### config.mk
export PLATFORM = sky130hd
export DESIGN_NAME = boost_group_aggregator_flat
export DESIGN_NICKNAME = d
export VERILOG_FILES = /design/src/rtl/core/bga_pkg.sv /design/src/rtl/core/bga_if.sv /design/src/rtl/core/bga_cfg_regs.sv /design/src/rtl/core/bga_engine.sv /design/src/rtl/core/bga_margin.sv /design/src/rtl/core/boost_group_aggregator.sv /design/src/flat_wrapper.sv
export SDC_FILE = /design/constraint.sdc
export NUM_CORES = 2
export LEC_CHECK = 0
export BUFFER_PORTS_ARGS = -buffer_cell sky130_fd_sc_hd__clkbuf_2
export CORE_MARGIN = 3
export CORE_UTILIZATION = 60
export CTS_CLUSTER_SIZE = 28
export DETAILED_ROUTE_END_ITERATION = 10
export PLACE_DENSITY = 0.85
export SYNTH_ARGS = -nofsm -noshare
export SYNTH_HDL_FRONTEND = slang
export SYNTH_SLANG_ARGS = --single-unit
### constraint.sdc
create_clock -name i_clk -period 37 [get_ports i_clk]
set_input_delay 7.4 -clock i_clk [delete_from_list [all_inputs] [get_ports i_clk]]
set_output_delay 7.4 -clock i_clk [all_outputs]
set_load 0.01 [all_outputs]
### src/rtl/core/bga_pkg.sv
// Shared types, constants and helper functions of the boost group aggregator.
package bga_pkg;

    // Field widths of the input and result beats.
    localparam int ACTION_W  = 3;
    localparam int GROUP_W   = 2;
    localparam int UTIL_W    = 11;
    localparam int TIME_W    = 64;
    localparam int BOOST_W   = 7;
    localparam int WORD_W    = 32;
    localparam int CFG_IDX_W = 3;

    // Width of the headroom times wakeup boost product (2047 * 100 fits in 18 bits).
    localparam int PROD_W = 18;

    // Division by 100 as multiply by 335545 and shift right by 25, exact below 2^18.
    localparam int                   DIV_MUL_W    = 19;
    localparam logic [DIV_MUL_W-1:0] DIV100_MUL   = 19'd335545;
    localparam int                   DIV100_SHIFT = 25;
    localparam int                   SCALE_W      = PROD_W + DIV_MUL_W;

    // Boost limits and register reset values.
    localparam logic [BOOST_W-1:0] BOOST_CAP     = 7'd100;
    localparam logic [UTIL_W-1:0]  VIP_RESET     = 11'd50;
    localparam logic [UTIL_W-1:0]  CAP_RESET     = 11'd1024;
    localparam logic [WORD_W-1:0]  HOLD_RESET    = 32'd50000000;
    localparam int                 TABLE_GROUPS  = 4;

    // Event codes carried in the action field.
    typedef enum logic [ACTION_W-1:0] {
        ACT_ENQUEUE = 3'd0,
        ACT_DEQUEUE = 3'd1,
        ACT_MOVE    = 3'd2,
        ACT_BOOST   = 3'd3,
        ACT_WAKEUP  = 3'd4
    } t_action;

    // Result kinds.
    localparam logic KIND_BOOST  = 1'b0;
    localparam logic KIND_WAKEUP = 1'b1;

    // Configuration register indexes.
    localparam logic [CFG_IDX_W-1:0] REG_GROUP_BOOST = 3'd0;
    localparam logic [CFG_IDX_W-1:0] REG_WAKE_BOOST  = 3'd1;
    localparam logic [CFG_IDX_W-1:0] REG_VIP_THRESH  = 3'd2;
    localparam logic [CFG_IDX_W-1:0] REG_CPU_CAP     = 3'd3;
    localparam logic [CFG_IDX_W-1:0] REG_HOLD_TIME   = 3'd4;

    // Configuration seen by the datapath.
    typedef struct packed {
        logic [WORD_W-1:0] group_boost;
        logic [WORD_W-1:0] wake_boost;
        logic [UTIL_W-1:0] wake_thresh;
        logic [UTIL_W-1:0] cpu_capacity;
        logic [WORD_W-1:0] hold_time;
    } t_cfg;

    // One registered input beat.
    typedef struct packed {
        logic [ACTION_W-1:0] action;
        logic [GROUP_W-1:0]  group_index;
        logic [GROUP_W-1:0]  dest_group;
        logic                is_wakeup;
        logic                is_realtime;
        logic [UTIL_W-1:0]   task_util;
        logic [TIME_W-1:0]   now_ns;
    } t_item;

    // Partial result handed from the engine to the margin stage.
    typedef struct packed {
        logic               kind;
        logic [BOOST_W-1:0] boost;
        logic [UTIL_W-1:0]  util;
        logic [PROD_W-1:0]  prod;
    } t_mid;

    // Signed boost byte of a group; groups past the table have no boost.
    function automatic logic signed [8:0] group_boost(logic [WORD_W-1:0] tbl, int g);
        logic [7:0] byte_v;
        byte_v = '0;
        if (g >= TABLE_GROUPS) begin
            return '0;
        end
        byte_v = tbl[8*g +: 8];
        return {byte_v[7], byte_v};
    endfunction

    // Wakeup boost of a group, saturated at 100.
    function automatic logic [BOOST_W-1:0] wake_boost(logic [WORD_W-1:0] tbl, int g);
        logic [7:0] byte_v;
        byte_v = '0;
        if (g >= TABLE_GROUPS) begin
            return '0;
        end
        byte_v = tbl[8*g +: 8];
        return (byte_v > 8'd100) ? BOOST_CAP : byte_v[BOOST_W-1:0];
    endfunction

    // A stamp has expired once more than the hold time has passed, with wraparound.
    function automatic logic hold_expired(logic [TIME_W-1:0] now, logic [TIME_W-1:0] ts,
                                          logic [WORD_W-1:0] hold);
        logic [TIME_W-1:0] delta;
        delta = now - ts;
        return delta > {{(TIME_W-WORD_W){1'b0}}, hold};
    endfunction

    // Clamp a signed boost into 0 to 100.
    function automatic logic [BOOST_W-1:0] clamp_boost(logic signed [8:0] v);
        if (v < 9'sd0) begin
            return '0;
        end
        if (v > 9'sd100) begin
            return BOOST_CAP;
        end
        return v[BOOST_W-1:0];
    endfunction

endpackage

### src/rtl/core/bga_if.sv
// Valid/ready channel interfaces for input events, results and configuration writes.
interface bga_in_if;
    import bga_pkg::*;

    logic                valid;
    logic                ready;
    logic [ACTION_W-1:0] action;
    logic [GROUP_W-1:0]  group_index;
    logic [GROUP_W-1:0]  dest_group;
    logic                is_wakeup;
    logic                is_realtime;
    logic [UTIL_W-1:0]   task_util;
    logic [TIME_W-1:0]   now_ns;

    modport source (output valid, action, group_index, dest_group, is_wakeup, is_realtime,
                    task_util, now_ns, input ready);
    modport sink   (input valid, action, group_index, dest_group, is_wakeup, is_realtime,
                    task_util, now_ns, output ready);
endinterface

interface bga_out_if;
    import bga_pkg::*;

    logic               valid;
    logic               ready;
    logic               result_kind;
    logic [BOOST_W-1:0] eff_boost;
    logic [UTIL_W-1:0]  wake_util;

    modport source (output valid, result_kind, eff_boost, wake_util, input ready);
    modport sink   (input valid, result_kind, eff_boost, wake_util, output ready);
endinterface

interface bga_cfg_if;
    import bga_pkg::*;

    logic                 valid;
    logic                 ready;
    logic [CFG_IDX_W-1:0] index;
    logic [WORD_W-1:0]    data;

    modport source (output valid, index, data, input ready);
    modport sink   (input valid, index, data, output ready);
endinterface

### src/rtl/core/bga_cfg_regs.sv
// Configuration register file of the boost group aggregator.
module bga_cfg_regs (
    input  logic          i_clk,
    input  logic          i_rst_n,
    bga_cfg_if.sink       i_cfg,
    output bga_pkg::t_cfg o_cfg
);
    import bga_pkg::*;

    t_cfg r_cfg;
    t_cfg n_cfg;

    // Writes are always taken; indexes past the list are dropped.
    assign i_cfg.ready = 1'b1;

    // Decode one write beat into the selected register.
    always_comb begin
        n_cfg = r_cfg;
        if (i_cfg.valid) begin
            case (i_cfg.index)
                REG_GROUP_BOOST: n_cfg.group_boost  = i_cfg.data;
                REG_WAKE_BOOST:  n_cfg.wake_boost   = i_cfg.data;
                REG_VIP_THRESH:  n_cfg.wake_thresh  = i_cfg.data[UTIL_W-1:0];
                REG_CPU_CAP:     n_cfg.cpu_capacity = i_cfg.data[UTIL_W-1:0];
                REG_HOLD_TIME:   n_cfg.hold_time    = i_cfg.data;
                default: ;
            endcase
        end
    end

    // Registers with their reset values.
    always_ff @(posedge i_clk) begin
        if (!i_rst_n) begin
            r_cfg.group_boost  <= '0;
            r_cfg.wake_boost   <= '0;
            r_cfg.wake_thresh  <= VIP_RESET;
            r_cfg.cpu_capacity <= CAP_RESET;
            r_cfg.hold_time    <= HOLD_RESET;
        end else begin
            r_cfg <= n_cfg;
        end
    end

    assign o_cfg = r_cfg;

endmodule

### src/rtl/core/bga_engine.sv
// Group state and single-pass event evaluation of the boost group aggregator.
module bga_engine #(
    parameter int NUM_GROUPS = 4,
    parameter int COUNT_BITS = 16
) (
    input  logic           i_clk,
    input  logic           i_rst_n,
    input  bga_pkg::t_cfg  i_cfg,
    input  bga_pkg::t_item i_item,
    input  logic           i_item_valid,
    output logic           o_take,
    input  logic           i_mid_ready,
    output bga_pkg::t_mid  o_mid,
    output logic           o_mid_valid
);
    import bga_pkg::*;

    typedef logic [COUNT_BITS-1:0] t_count;

    t_count             r_task   [NUM_GROUPS];
    t_count             n_task   [NUM_GROUPS];
    t_count             r_woken  [NUM_GROUPS];
    t_count             n_woken  [NUM_GROUPS];
    logic [TIME_W-1:0]  r_gstamp [NUM_GROUPS];
    logic [TIME_W-1:0]  n_gstamp [NUM_GROUPS];
    logic [BOOST_W-1:0] r_cur_boost;
    logic [BOOST_W-1:0] n_cur_boost;
    logic [TIME_W-1:0]  r_bstamp;
    logic [TIME_W-1:0]  n_bstamp;
    t_mid               r_mid;
    t_mid               n_mid;
    logic               r_mid_valid;
    logic               n_mid_valid;
    logic               w_adv;
    logic               w_fire;

    function automatic t_count count_inc(t_count c);
        return (&c) ? c : c + t_count'(1);
    endfunction

    function automatic t_count count_dec(t_count c);
        return (c == '0) ? c : c - t_count'(1);
    endfunction

    // The partial result register moves on when empty or drained.
    assign w_adv  = !r_mid_valid || i_mid_ready;
    assign w_fire = i_item_valid && w_adv;
    assign o_take = w_adv;

    // Event evaluation: counts and stamps first, then the boost re-evaluation.
    always_comb begin
        logic               src_ok;
        logic               dst_ok;
        logic               reeval;
        logic               active;
        logic signed [8:0]  best;
        logic signed [8:0]  b;
        logic [TIME_W-1:0]  stamp;
        logic [BOOST_W-1:0] wb;
        logic [BOOST_W-1:0] wbg;
        logic [UTIL_W-1:0]  diff;

        src_ok = int'(i_item.group_index) < NUM_GROUPS;
        dst_ok = int'(i_item.dest_group) < NUM_GROUPS;
        reeval = 1'b0;
        wb     = '0;
        wbg    = '0;
        diff   = i_cfg.cpu_capacity - i_item.task_util;

        n_task      = r_task;
        n_woken     = r_woken;
        n_gstamp    = r_gstamp;
        n_cur_boost = r_cur_boost;
        n_bstamp    = r_bstamp;
        n_mid       = r_mid;
        n_mid_valid = r_mid_valid && !i_mid_ready;

        if (w_fire) begin
            case (i_item.action)
                ACT_ENQUEUE: begin
                    for (int g = 0; g < NUM_GROUPS; g++) begin
                        if (g == int'(i_item.group_index)) begin
                            n_task[g] = count_inc(r_task[g]);
                            if (i_item.is_wakeup && i_item.task_util >= i_cfg.wake_thresh) begin
                                n_woken[g] = count_inc(r_woken[g]);
                            end
                            if (i_item.is_realtime) begin
                                n_gstamp[g] = i_item.now_ns;
                            end
                            reeval = (n_task[g] == t_count'(1));
                        end
                    end
                end
                ACT_DEQUEUE: begin
                    for (int g = 0; g < NUM_GROUPS; g++) begin
                        if (g == int'(i_item.group_index)) begin
                            n_task[g] = count_dec(r_task[g]);
                        end
                    end
                end
                ACT_MOVE: begin
                    if (src_ok && dst_ok && i_item.group_index != i_item.dest_group) begin
                        for (int g = 0; g < NUM_GROUPS; g++) begin
                            if (g == int'(i_item.group_index)) begin
                                n_task[g] = count_dec(r_task[g]);
                            end
                            if (g == int'(i_item.dest_group)) begin
                                n_task[g]   = count_inc(r_task[g]);
                                n_gstamp[g] = i_item.now_ns;
                            end
                        end
                        n_bstamp = i_item.now_ns
                                   - {{(TIME_W-WORD_W){1'b0}}, i_cfg.hold_time};
                    end
                end
                ACT_BOOST: begin
                    reeval      = hold_expired(i_item.now_ns, r_bstamp, i_cfg.hold_time);
                    n_mid.kind  = KIND_BOOST;
                    n_mid.util  = '0;
                    n_mid.prod  = '0;
                    n_mid_valid = 1'b1;
                end
                ACT_WAKEUP: begin
                    for (int g = 0; g < NUM_GROUPS; g++) begin
                        wbg = wake_boost(i_cfg.wake_boost, g);
                        if (r_woken[g] != '0 && wbg > wb) begin
                            wb = wbg;
                        end
                        n_woken[g] = '0;
                    end
                    n_mid.kind  = KIND_WAKEUP;
                    n_mid.boost = '0;
                    n_mid.util  = i_item.task_util;
                    n_mid.prod  = (i_item.task_util <= i_cfg.cpu_capacity)
                                  ? PROD_W'(diff) * PROD_W'(wb) : '0;
                    n_mid_valid = 1'b1;
                end
                default: ;
            endcase
        end

        // Largest boost among active groups; group 0 always counts, ties go later.
        best  = group_boost(i_cfg.group_boost, 0);
        stamp = i_item.now_ns;
        for (int g = 1; g < NUM_GROUPS; g++) begin
            active = (n_task[g] != '0)
                     || !hold_expired(i_item.now_ns, n_gstamp[g], i_cfg.hold_time);
            b      = group_boost(i_cfg.group_boost, g);
            if (active && b >= best) begin
                best  = b;
                stamp = n_gstamp[g];
            end
        end
        if (reeval) begin
            n_cur_boost = clamp_boost(best);
            n_bstamp    = stamp;
        end
        if (w_fire && i_item.action == ACT_BOOST) begin
            n_mid.boost = n_cur_boost;
        end
    end

    // Group state and partial result registers.
    always_ff @(posedge i_clk) begin
        if (!i_rst_n) begin
            r_task      <= '{default: '0};
            r_woken     <= '{default: '0};
            r_gstamp    <= '{default: '0};
            r_cur_boost <= '0;
            r_bstamp    <= '0;
            r_mid_valid <= 1'b0;
        end else begin
            r_task      <= n_task;
            r_woken     <= n_woken;
            r_gstamp    <= n_gstamp;
            r_cur_boost <= n_cur_boost;
            r_bstamp    <= n_bstamp;
            r_mid_valid <= n_mid_valid;
        end
        r_mid <= n_mid;
    end

    assign o_mid       = r_mid;
    assign o_mid_valid = r_mid_valid;

`ifndef SYNTHESIS
    // The cached boost never leaves the clamp range.
    a_boost_range: assert property (@(posedge i_clk) disable iff (!i_rst_n)
        r_cur_boost <= BOOST_CAP)
        else $error("cached boost above the clamp limit");

    // A boost query reports the cached boost it has just settled.
    a_boost_answer: assert property (@(posedge i_clk) disable iff (!i_rst_n)
        w_fire && i_item.action == ACT_BOOST
        |=> r_mid_valid && r_mid.kind == KIND_BOOST && r_mid.boost == r_cur_boost)
        else $error("boost answer differs from the cached boost");

    // A wakeup query yields a wakeup answer with no boost field.
    a_wake_answer: assert property (@(posedge i_clk) disable iff (!i_rst_n)
        w_fire && i_item.action == ACT_WAKEUP
        |=> r_mid_valid && r_mid.kind == KIND_WAKEUP && r_mid.boost == '0)
        else $error("wakeup answer malformed");
`endif

endmodule

### src/rtl/core/bga_margin.sv
// Margin scaling by 1/100 and result register of the boost group aggregator.
module bga_margin (
    input  logic          i_clk,
    input  logic          i_rst_n,
    input  bga_pkg::t_mid i_mid,
    input  logic          i_mid_valid,
    output logic          o_mid_ready,
    bga_out_if.source     o_out
);
    import bga_pkg::*;

    logic               r_out_valid;
    logic               n_out_valid;
    logic               r_kind;
    logic [BOOST_W-1:0] r_boost;
    logic [UTIL_W-1:0]  r_util;
    logic [SCALE_W-1:0] w_scaled;
    logic [UTIL_W-1:0]  w_quot;
    logic               w_load;

    // The result register takes a new beat once it is empty or being read.
    assign o_mid_ready = !r_out_valid || o_out.ready;
    assign w_load      = i_mid_valid && o_mid_ready;

    // Headroom product divided by 100 through the reciprocal.
    assign w_scaled = SCALE_W'(i_mid.prod) * SCALE_W'(DIV100_MUL);
    assign w_quot   = UTIL_W'(w_scaled >> DIV100_SHIFT);

    always_comb begin
        n_out_valid = r_out_valid && !o_out.ready;
        if (w_load) begin
            n_out_valid = 1'b1;
        end
    end

    // Result register.
    always_ff @(posedge i_clk) begin
        if (!i_rst_n) begin
            r_out_valid <= 1'b0;
        end else begin
            r_out_valid <= n_out_valid;
        end
        if (w_load) begin
            r_kind  <= i_mid.kind;
            r_boost <= i_mid.boost;
            r_util  <= i_mid.util + w_quot;
        end
    end

    assign o_out.valid       = r_out_valid;
    assign o_out.result_kind = r_kind;
    assign o_out.eff_boost   = r_boost;
    assign o_out.wake_util   = r_util;

`ifndef SYNTHESIS
    // A boost answer leaves the utilization field at zero.
    a_boost_util_zero: assert property (@(posedge i_clk) disable iff (!i_rst_n)
        w_load && i_mid.kind == KIND_BOOST |=> r_out_valid && r_util == '0)
        else $error("boost answer carries a utilization");

    // A wakeup answer never reports less than the utilization it was given.
    a_wake_no_wrap: assert property (@(posedge i_clk) disable iff (!i_rst_n)
        w_load && i_mid.kind == KIND_WAKEUP |=> r_util >= $past(i_mid.util))
        else $error("boosted utilization wrapped");

    // A wakeup answer leaves the boost field at zero.
    a_wake_boost_zero: assert property (@(posedge i_clk) disable iff (!i_rst_n)
        r_out_valid && r_kind == KIND_WAKEUP |-> r_boost == '0)
        else $error("wakeup answer carries a boost");
`endif

endmodule

### src/rtl/core/boost_group_aggregator.sv
// Top level of the boost group aggregator: input register, config, engine and result stage.
//
//  Channel | Direction | Beat carries
//  --------+-----------+--------------------------------------------------------------
//  i_in    | sink      | action, group_index, dest_group, is_wakeup, is_realtime,
//          |           | task_util, now_ns
//  o_out   | source    | result_kind, eff_boost, wake_util
//  i_cfg   | sink      | index, data (always ready)
//
// One event is taken per cycle while the stages ahead are not stalled. A query answer
// reaches the result register through the input register, then the engine, which writes
// the partial result with the group state and product, then the scaling by 1/100.
// Reset is synchronous and active low; it clears all counts and stamps and loads the
// register reset values.
// When o_out stalls the three stages fill up, and i_in.ready drops only when all are full.
module boost_group_aggregator #(
    parameter int NUM_GROUPS = 4,
    parameter int COUNT_BITS = 16
) (
    input  logic      i_clk,
    input  logic      i_rst_n,
    bga_in_if.sink    i_in,
    bga_out_if.source o_out,
    bga_cfg_if.sink   i_cfg
);
    import bga_pkg::*;

    t_cfg  w_cfg;
    t_item r_in;
    logic  r_in_valid;
    logic  w_take;
    t_mid  w_mid;
    logic  w_mid_valid;
    logic  w_mid_ready;

    // Input register refills when empty or when the engine takes its beat.
    assign i_in.ready = !r_in_valid || w_take;

    always_ff @(posedge i_clk) begin
        if (!i_rst_n) begin
            r_in_valid <= 1'b0;
        end else if (i_in.ready) begin
            r_in_valid <= i_in.valid;
        end
        if (i_in.ready && i_in.valid) begin
            r_in.action      <= i_in.action;
            r_in.group_index <= i_in.group_index;
            r_in.dest_group  <= i_in.dest_group;
            r_in.is_wakeup   <= i_in.is_wakeup;
            r_in.is_realtime <= i_in.is_realtime;
            r_in.task_util   <= i_in.task_util;
            r_in.now_ns      <= i_in.now_ns;
        end
    end

    // Configuration registers.
    bga_cfg_regs u_cfg (
        .i_clk   (i_clk),
        .i_rst_n (i_rst_n),
        .i_cfg   (i_cfg),
        .o_cfg   (w_cfg)
    );

    // Group state and event evaluation.
    bga_engine #(
        .NUM_GROUPS (NUM_GROUPS),
        .COUNT_BITS (COUNT_BITS)
    ) u_engine (
        .i_clk        (i_clk),
        .i_rst_n      (i_rst_n),
        .i_cfg        (w_cfg),
        .i_item       (r_in),
        .i_item_valid (r_in_valid),
        .o_take       (w_take),
        .i_mid_ready  (w_mid_ready),
        .o_mid        (w_mid),
        .o_mid_valid  (w_mid_valid)
    );

    // Margin scaling and result register.
    bga_margin u_margin (
        .i_clk       (i_clk),
        .i_rst_n     (i_rst_n),
        .i_mid       (w_mid),
        .i_mid_valid (w_mid_valid),
        .o_mid_ready (w_mid_ready),
        .o_out       (o_out)
    );

endmodule

### src/flat_wrapper.sv
// flat-port wrapper written by rule: the top's interface ports become plain ports
module boost_group_aggregator_flat import bga_pkg::*;
#(
    parameter int NUM_GROUPS = 4,
    parameter int COUNT_BITS = 16
)
  (i_clk, i_rst_n, i_in_valid, i_in_action, i_in_group_index, i_in_dest_group, i_in_is_wakeup, i_in_is_realtime, i_in_task_util, i_in_now_ns, i_in_ready, o_out_valid, o_out_result_kind, o_out_eff_boost, o_out_wake_util, o_out_ready, i_cfg_valid, i_cfg_index, i_cfg_data, i_cfg_ready);
  bga_in_if i_in_i ();
  bga_out_if o_out_i ();
  bga_cfg_if i_cfg_i ();
  input  logic i_clk;
  input  logic i_rst_n;
  input wire logic [$bits(i_in_i.valid)-1:0] i_in_valid;
  input wire logic [$bits(i_in_i.action)-1:0] i_in_action;
  input wire logic [$bits(i_in_i.group_index)-1:0] i_in_group_index;
  input wire logic [$bits(i_in_i.dest_group)-1:0] i_in_dest_group;
  input wire logic [$bits(i_in_i.is_wakeup)-1:0] i_in_is_wakeup;
  input wire logic [$bits(i_in_i.is_realtime)-1:0] i_in_is_realtime;
  input wire logic [$bits(i_in_i.task_util)-1:0] i_in_task_util;
  input wire logic [$bits(i_in_i.now_ns)-1:0] i_in_now_ns;
  output wire logic [$bits(i_in_i.ready)-1:0] i_in_ready;
  output wire logic [$bits(o_out_i.valid)-1:0] o_out_valid;
  output wire logic [$bits(o_out_i.result_kind)-1:0] o_out_result_kind;
  output wire logic [$bits(o_out_i.eff_boost)-1:0] o_out_eff_boost;
  output wire logic [$bits(o_out_i.wake_util)-1:0] o_out_wake_util;
  input wire logic [$bits(o_out_i.ready)-1:0] o_out_ready;
  input wire logic [$bits(i_cfg_i.valid)-1:0] i_cfg_valid;
  input wire logic [$bits(i_cfg_i.index)-1:0] i_cfg_index;
  input wire logic [$bits(i_cfg_i.data)-1:0] i_cfg_data;
  output wire logic [$bits(i_cfg_i.ready)-1:0] i_cfg_ready;
  assign i_in_i.valid = i_in_valid;
  assign i_in_i.action = i_in_action;
  assign i_in_i.group_index = i_in_group_index;
  assign i_in_i.dest_group = i_in_dest_group;
  assign i_in_i.is_wakeup = i_in_is_wakeup;
  assign i_in_i.is_realtime = i_in_is_realtime;
  assign i_in_i.task_util = i_in_task_util;
  assign i_in_i.now_ns = i_in_now_ns;
  assign i_in_ready = i_in_i.ready;
  assign o_out_valid = o_out_i.valid;
  assign o_out_result_kind = o_out_i.result_kind;
  assign o_out_eff_boost = o_out_i.eff_boost;
  assign o_out_wake_util = o_out_i.wake_util;
  assign o_out_i.ready = o_out_ready;
  assign i_cfg_i.valid = i_cfg_valid;
  assign i_cfg_i.index = i_cfg_index;
  assign i_cfg_i.data = i_cfg_data;
  assign i_cfg_ready = i_cfg_i.ready;
  boost_group_aggregator #(.NUM_GROUPS(NUM_GROUPS), .COUNT_BITS(COUNT_BITS)) u_core (.i_clk(i_clk), .i_rst_n(i_rst_n), .i_in(i_in_i), .o_out(o_out_i), .i_cfg(i_cfg_i));
endmodule
Word level (Yosys, flattened, before mapping)
Index checks and enable logic that the tools add are counted.

cells by class
  add/subtract/negate cells = 19
  $mul = 2
  divide/modulo/power cells = 0
  magnitude comparators = 19
  equal/unequal tests = 29
  shift operators = 0
  multiplexer cells = 99
  bitwise logic cells = 0
  reductions and logical operators = 73

operator list
  cell                                                  number
  two-way mux 64 bit                                    17
  two-way mux 16 bit                                    32
  two-way mux 192 bit                                   2
  one-hot mux 192 bit (2 select lines)                  1
  > comparator 64 x 32 -> 1 bit                         4
  subtractor 64 bit                                     4
  one-hot mux 64 bit (3 select lines)                   1
  two-way mux 7 bit                                     23
  adder 16 x 1 -> 16 bit (second input constant)        8
  one-hot mux 64 bit (2 select lines)                   1
  AND reduction 16 bit                                  8
  nonzero test 16 bit                                   7
  == test 16 x 1 -> 1 bit (second input constant)       4
  logical NOT 16 bit                                    4
  subtractor 16 x 1 -> 16 bit (second input constant)   4
  subtractor 64 x 32 -> 64 bit                          1
  one-hot mux 29 bit (2 select lines)                   1
  two-way mux 48 bit                                    1
  multiplier 18 x 19 -> 36 bit (second input constant)  1
  two-way mux 36 bit                                    1
  > comparator 8 x 7 -> 1 bit (second input constant)   4
  two-way mux 9 bit                                     3
  > comparator 7 bit                                    3
  != test 2 bit (second input constant)                 10
  31 further kinds                                      96

word-level totals
  register bits after elaboration = 652
  latch bits = 0
  RAM bits = 0
  memory bits (read-only) = 0
  memories = 0

Depth between registers and ports, before layout
  depth in word-level cells = 27
  depth in mapped cells = 66
  depth with buffers taken out = 62

Cells and area by module
From an unflattened synthesis, not the netlist that was laid out.

second synthesis, totals
  cell total of the unflattened synthesis = 8316
  area, all modules = 65834.4 um^2

by module, submodules not included
  module                  instances  cells each  area an instance (um^2)  sequential area each (um^2)
  bga_engine              1          7157        52113.7                  8958.6
  bga_margin              1          629         6616.3                   590.6
  bga_cfg_regs            1          441         4524.3                   2362.3
  boost_group_aggregator  1          89          2580.0                   2542.4

Worst setup path after synthesis
Ideal clock, no wire load.

  path kind = input -> register
  start = input port o_out_ready
  end = register u_core.u_engine.r_bstamp[53]
  setup time = 122 ps
  arrival = 19326 ps
  data required time = 36878 ps
  slack = 17552 ps
  cell stages on the path = 60
  buffers on the path = 9
  cell sequence = nand3b_1 > nand3_1 > nor2_1 > buf_1 > clkbuf_1 > mux2i_1 > fa_1 > a21o_1 > a221o_1 > a311oi_1 > nor2_1 > nor2_1 > o21bai_1 > a21oi_1 > xnor2_1 > ha_1 > nand4_1 > nor4_1 > (+24 left out) > nor2_1 > a21oi_1 > ha_1 > nand2b_1 > nor2_1 > o21ai_0 > o41a_1 > o311ai_0 > or4_1 > a2111oi_0 > nand4_1 > or4b_1 > nand2_1 > buf_2 > buf_2 > clkbuf_1 > a21oi_1 > a221o_1

between the ends
  cells in the longest elaborated chain, start to end = 17

ends and longest elaborated chain
  item                           line                text
  start: declaration             flat_wrapper.sv:26  input wire logic [$bits(o_out_i.ready)-1:0] o_out_ready;
  logical OR 1 bit *             bga_margin.sv:22    assign o_mid_ready = !r_out_valid || o_out.ready;
  logical OR 1 bit *             bga_engine.sv:46    assign w_adv = !r_mid_valid || i_mid_ready;
  logical AND 1 bit *            bga_engine.sv:47    assign w_fire = i_item_valid && w_adv;
  two-way mux 192 bit            bga_engine.sv:78    if (w_fire) begin
  subtractor 64 bit              bga_pkg.sv:103      delta = now - ts;
  > comparator 64 x 32 -> 1 bit  bga_pkg.sv:104      return delta > {{(TIME_W-WORD_W){1'b0}}, hold};
  logical NOT 1 bit              bga_engine.sv:147   || !hold_expired(i_item.now_ns, n_gstamp[g], i_cfg.hold_time);
  logical OR 1 bit               bga_engine.sv:147
  logical AND 1 bit              bga_engine.sv:149   if (active && b >= best) begin
  two-way mux 9 bit              bga_engine.sv:149
  >= comparator 8 x 9 -> 1 bit   bga_engine.sv:149
  logical AND 1 bit              bga_engine.sv:149
  two-way mux 9 bit              bga_engine.sv:149
  >= comparator 8 x 9 -> 1 bit   bga_engine.sv:149
  logical AND 1 bit              bga_engine.sv:149
  two-way mux 64 bit             bga_engine.sv:149
  two-way mux 64 bit             bga_engine.sv:154   if (reeval) begin
  end signal: assignment         bga_engine.sv:177   r_bstamp <= n_bstamp;
  end: declaration               bga_engine.sv:28    logic [TIME_W-1:0] r_bstamp;

Every way passes the cells marked *; elsewhere a longest branch is shown, timed or not.
A chain may end at the register's enable or synchronous reset.

Worst setup path after layout
  start = input port o_out_ready
  end = register u_core.u_engine.r_bstamp[0]

Same word-level chain as after synthesis.

==> metrics.md <==
| Metric | Value |
|---|---|
| Outcome | finished, final reports clean |
| Mapped Nets | 9,442 |
| Synth warn | 0 |
| CTS root buf | clkbuf_16 |
| Effective utilization at floorplan | 0.608 |
| Share of flip-flops with an asynchronous set or reset | 0 |
| WL/cell | 25.0 um |
| Gpl congestion | 1.04 |
| Worst slew pin tran | 1.33 ns |
| Post-route insts no fill | 9,764 |
| Reg-to-reg endpoint | u_core.u_engine.r_bstamp[0] |
| Worst r2r src | u_core.r_in[83] |
| Final Hold Viols | 0 |
| Fmax | 43.2 MHz |
| Most frequent cells in the layout | 871 x nand2_1, 805 x nor2_1, 789 x a21oi_1, 696 x ha_1, 526 x inv_1 |
| Setup TNS Final | 0 ns |
| CP Data Arrival Time | 23.70 ns |
| First-pass GRT wire length | 369 mm |
| Post-CTS resize count | 0 |
| Clock-pin slew of the registers on the worst-case setup and hold paths | 0.07 ns |
| Via count | 66,618 |
| Iteration-0 DRC Markers | 7,457 |
| Clk sinks | 652 |
| Vias in the first global route | 63,800 |
| Post-synth EDFFs | 140 |
| Final Setup Violations | 0 |
| Final Instance Area | 0.0695 mm2 |
| Total CTS buffers | 79 |
| Fin nets | 9,286 |
| P&R area growth vs syn | 6.25% |
| Placed insts | 9,620 |
| Cts hold-fix bufs | 0 |
| Post-Route Utilization | 0.646 |
| Cells after synthesis | 8,454 |
| Crit path max-delay cell type | buf_4 |
| Core Box Area | 0.108 mm2 |
| Yosys cell types | 103 |
| Area leader, netlist | dfxtp_1 |
| H-tree Lvls | 3 |
| Max-slew headroom | 0.113 |
| Max Cap Viol | 0 |
| Max Clock Skew | 0.0476 ns |
| Io pins | 146 |
| GRT overflow | 0 |
| Synth top area share | 0.157 |
| Syn Area/Cell | 7.74 um2 |
| Critical path startpoint category | input pin |
| Hold path depth | 0 |
| Most common cell after layout, fill and taps aside | nand2_1 |
| DP Wirelength | 189 mm |
| GRT Resource Usage Total | 0.417 |
| Die Ht | 336 um |
| Post-Route WL | 244 mm |
| Post-route ant nets | 0 |
| DRC | 0 |
| R2R depth | 57 |
| Worst path max stage delay | 0.81 ns |
| CP required | 37.54 ns |
| Area contributors post-synth | dfxtp_1 16%, ha_1 13%, edfxtp_1 6.4% |
| TritonRoute pass-1 iters | 10 |
| P per Cell Area | 40.8 mW/mm2 |
| Via-per-instance ratio | 6.82 |
| Port bufs | 144 |
| CP endpoint kind | flop |
| Placed Area | 0.0669 mm2 |
| Max Slew Vio Count | 0 |
| Post-route clock period utilization | 0.626 |
| Sequential-to-total area share from yosys stat | 0.221 |
| Clock Latency Late Sink | 0.70 ns |
| # Post-CTS Setup Buffers | 0 |
| Multi-input logic area | 0.0473 mm2 |
| Die area | 0.113 mm2 |
| Mapped Area | 0.0654 mm2 |
| Pwr Total | 2.83 mW |
| R2r setup slk | 19.86 ns |
| Crit Path Max Fanout | 71 |
| Share of cells above drive strength 1 | 0.0563 |
| RSZ-0062 raised after global routing | no |
| # fillers | 9,286 |
| CP most frequent cell | nand4_1 |
| Die width | 336 um |
| Register area | 0.0145 mm2 |
| CTS Buffer Depth | 3 |
| Hold Crit Endpoint | u_core.u_margin.o_out.result_kind |
| Synth Flop Type | dfxtp_1 |
| Largest net degree at the start of global routing | 152 |
| Row Count | 120 |
| Yosys reg bits | 652 |
| Initial antenna violation count | 3 |
| Worst Hold Class | reg2reg |
| Hold path start | u_core.u_engine.o_mid[36] |
| Leakage | 27.0 nW |
| TritonCTS clock tree | built |
| Max VDD drop | 0.0575 mV |
| Crit path time final | 23.16 ns |
| Type of the worst setup path | in2reg |
[final cells by class]
type                    instances  share of cell area
multi-input cells            6811               0.681
clock inverters                37             0.00578
well taps                    1403              0.0253
clock buffers                 105              0.0323
flip-flops and latches        652               0.208
diodes                          2           0.0000720
repair buffers                227              0.0195
inverters                     527              0.0286
[synthesized netlist by cell type, types with 168 or more instances]
master and count:
nand2_1 873, nor2_1 809, a21oi_1 791, ha_1 696
inv_1 526, dfxtp_1 512, o21ai_0 495, clkbuf_1 404
mux2i_1 276, xnor2_1 232, nor3_1 205, nand4_1 199
nand3_1 189, fa_1 168
[through the flow]
stage                     worst slack [ns]  hold slack (ns)
after floorplan                      17.55            0.400
after global placement               13.74            0.410
after detailed placement             13.43            0.412
after CTS                            14.10            0.438
after global routing                 12.68            0.436
final                                13.84            0.432
[report_power, final]
part           switching (mW)  internal, mW
combinational           0.771         0.456
sequential             0.0404         0.757
clock                   0.349         0.461
total                    1.16          1.67
[worst max-delay path: cells and delay by family]
kind	cells	cell delay [ns]
adder cells (fa/ha/maj)	4	1.03
AO/OA/AOI/OAI	19	4.41
buffers and inverters	5	2.57
multiplexers	3	1.19
XOR/XNOR	1	0.09
AND/OR/NAND/NOR	26	6.87
[worst max path at each step]
stage	from	to	slack (ns)
final	o_out_ready	u_core.u_engine.r_bstamp[0]	13.84
after global routing	o_out_ready	u_core.u_engine.r_bstamp[0]	12.68
after CTS	o_out_ready	u_core.u_engine.r_bstamp[0]	14.10
after detailed placement	o_out_ready	u_core.u_engine.r_bstamp[0]	13.43
after global placement	o_out_ready	u_core.u_engine.r_bstamp[0]	13.74
after floorplan	o_out_ready	u_core.u_engine.r_bstamp[53]	17.55
[cells by family (layout without fill, tap and decap cells)]
family | after synthesis | in the layout | share of synthesized area
AND/OR/NAND/NOR | 2874 | 2874 | 0.208
AO/OA/AOI/OAI | 2431 | 2431 | 0.237
buffers and inverters | 991 | 896 | 0.0578
adder cells (fa/ha/maj) | 864 | 864 | 0.185
flip-flops | 652 | 652 | 0.221
XOR/XNOR | 352 | 352 | 0.0471
multiplexers | 289 | 289 | 0.0445
other | 1 | 3 | 0.0000573
[layer usage]
layer / global-route usage / part of all wire / vias to the layer above
li1: - / - / 30422
met5: 0 / 0.00011 / -
met2: 0.680 / 0.45 / 3754
met1: 0.514 / 0.38 / 31540
met4: 0.246 / 0.070 / 4
met3: 0.0787 / 0.096 / 898
[state kept, by name, summed over array words and instances (netlist names)]
| signal | cells |
|---|---|
| u_core.u_engine.r_gstamp | 192 |
| u_core.u_cfg.o_cfg | 118 |
| u_core.u_margin.o_out.valid | 1 |
| u_core.u_engine.r_woken | 64 |
| u_core.u_engine.o_mid_valid | 1 |
| u_core.u_margin.o_out.result_kind | 1 |
| u_core.u_engine.r_bstamp | 64 |
| u_core.u_margin.o_out.wake_util | 11 |
| u_core.u_margin.o_out.eff_boost | 7 |
| u_core.u_engine.r_task | 64 |
| u_core.u_engine.r_cur_boost | 7 |
| u_core.r_in | 84 |
| u_core.u_engine.o_mid | 37 |
| u_core.r_in_valid | 1 |
Power figures use the tool's default switching activity.
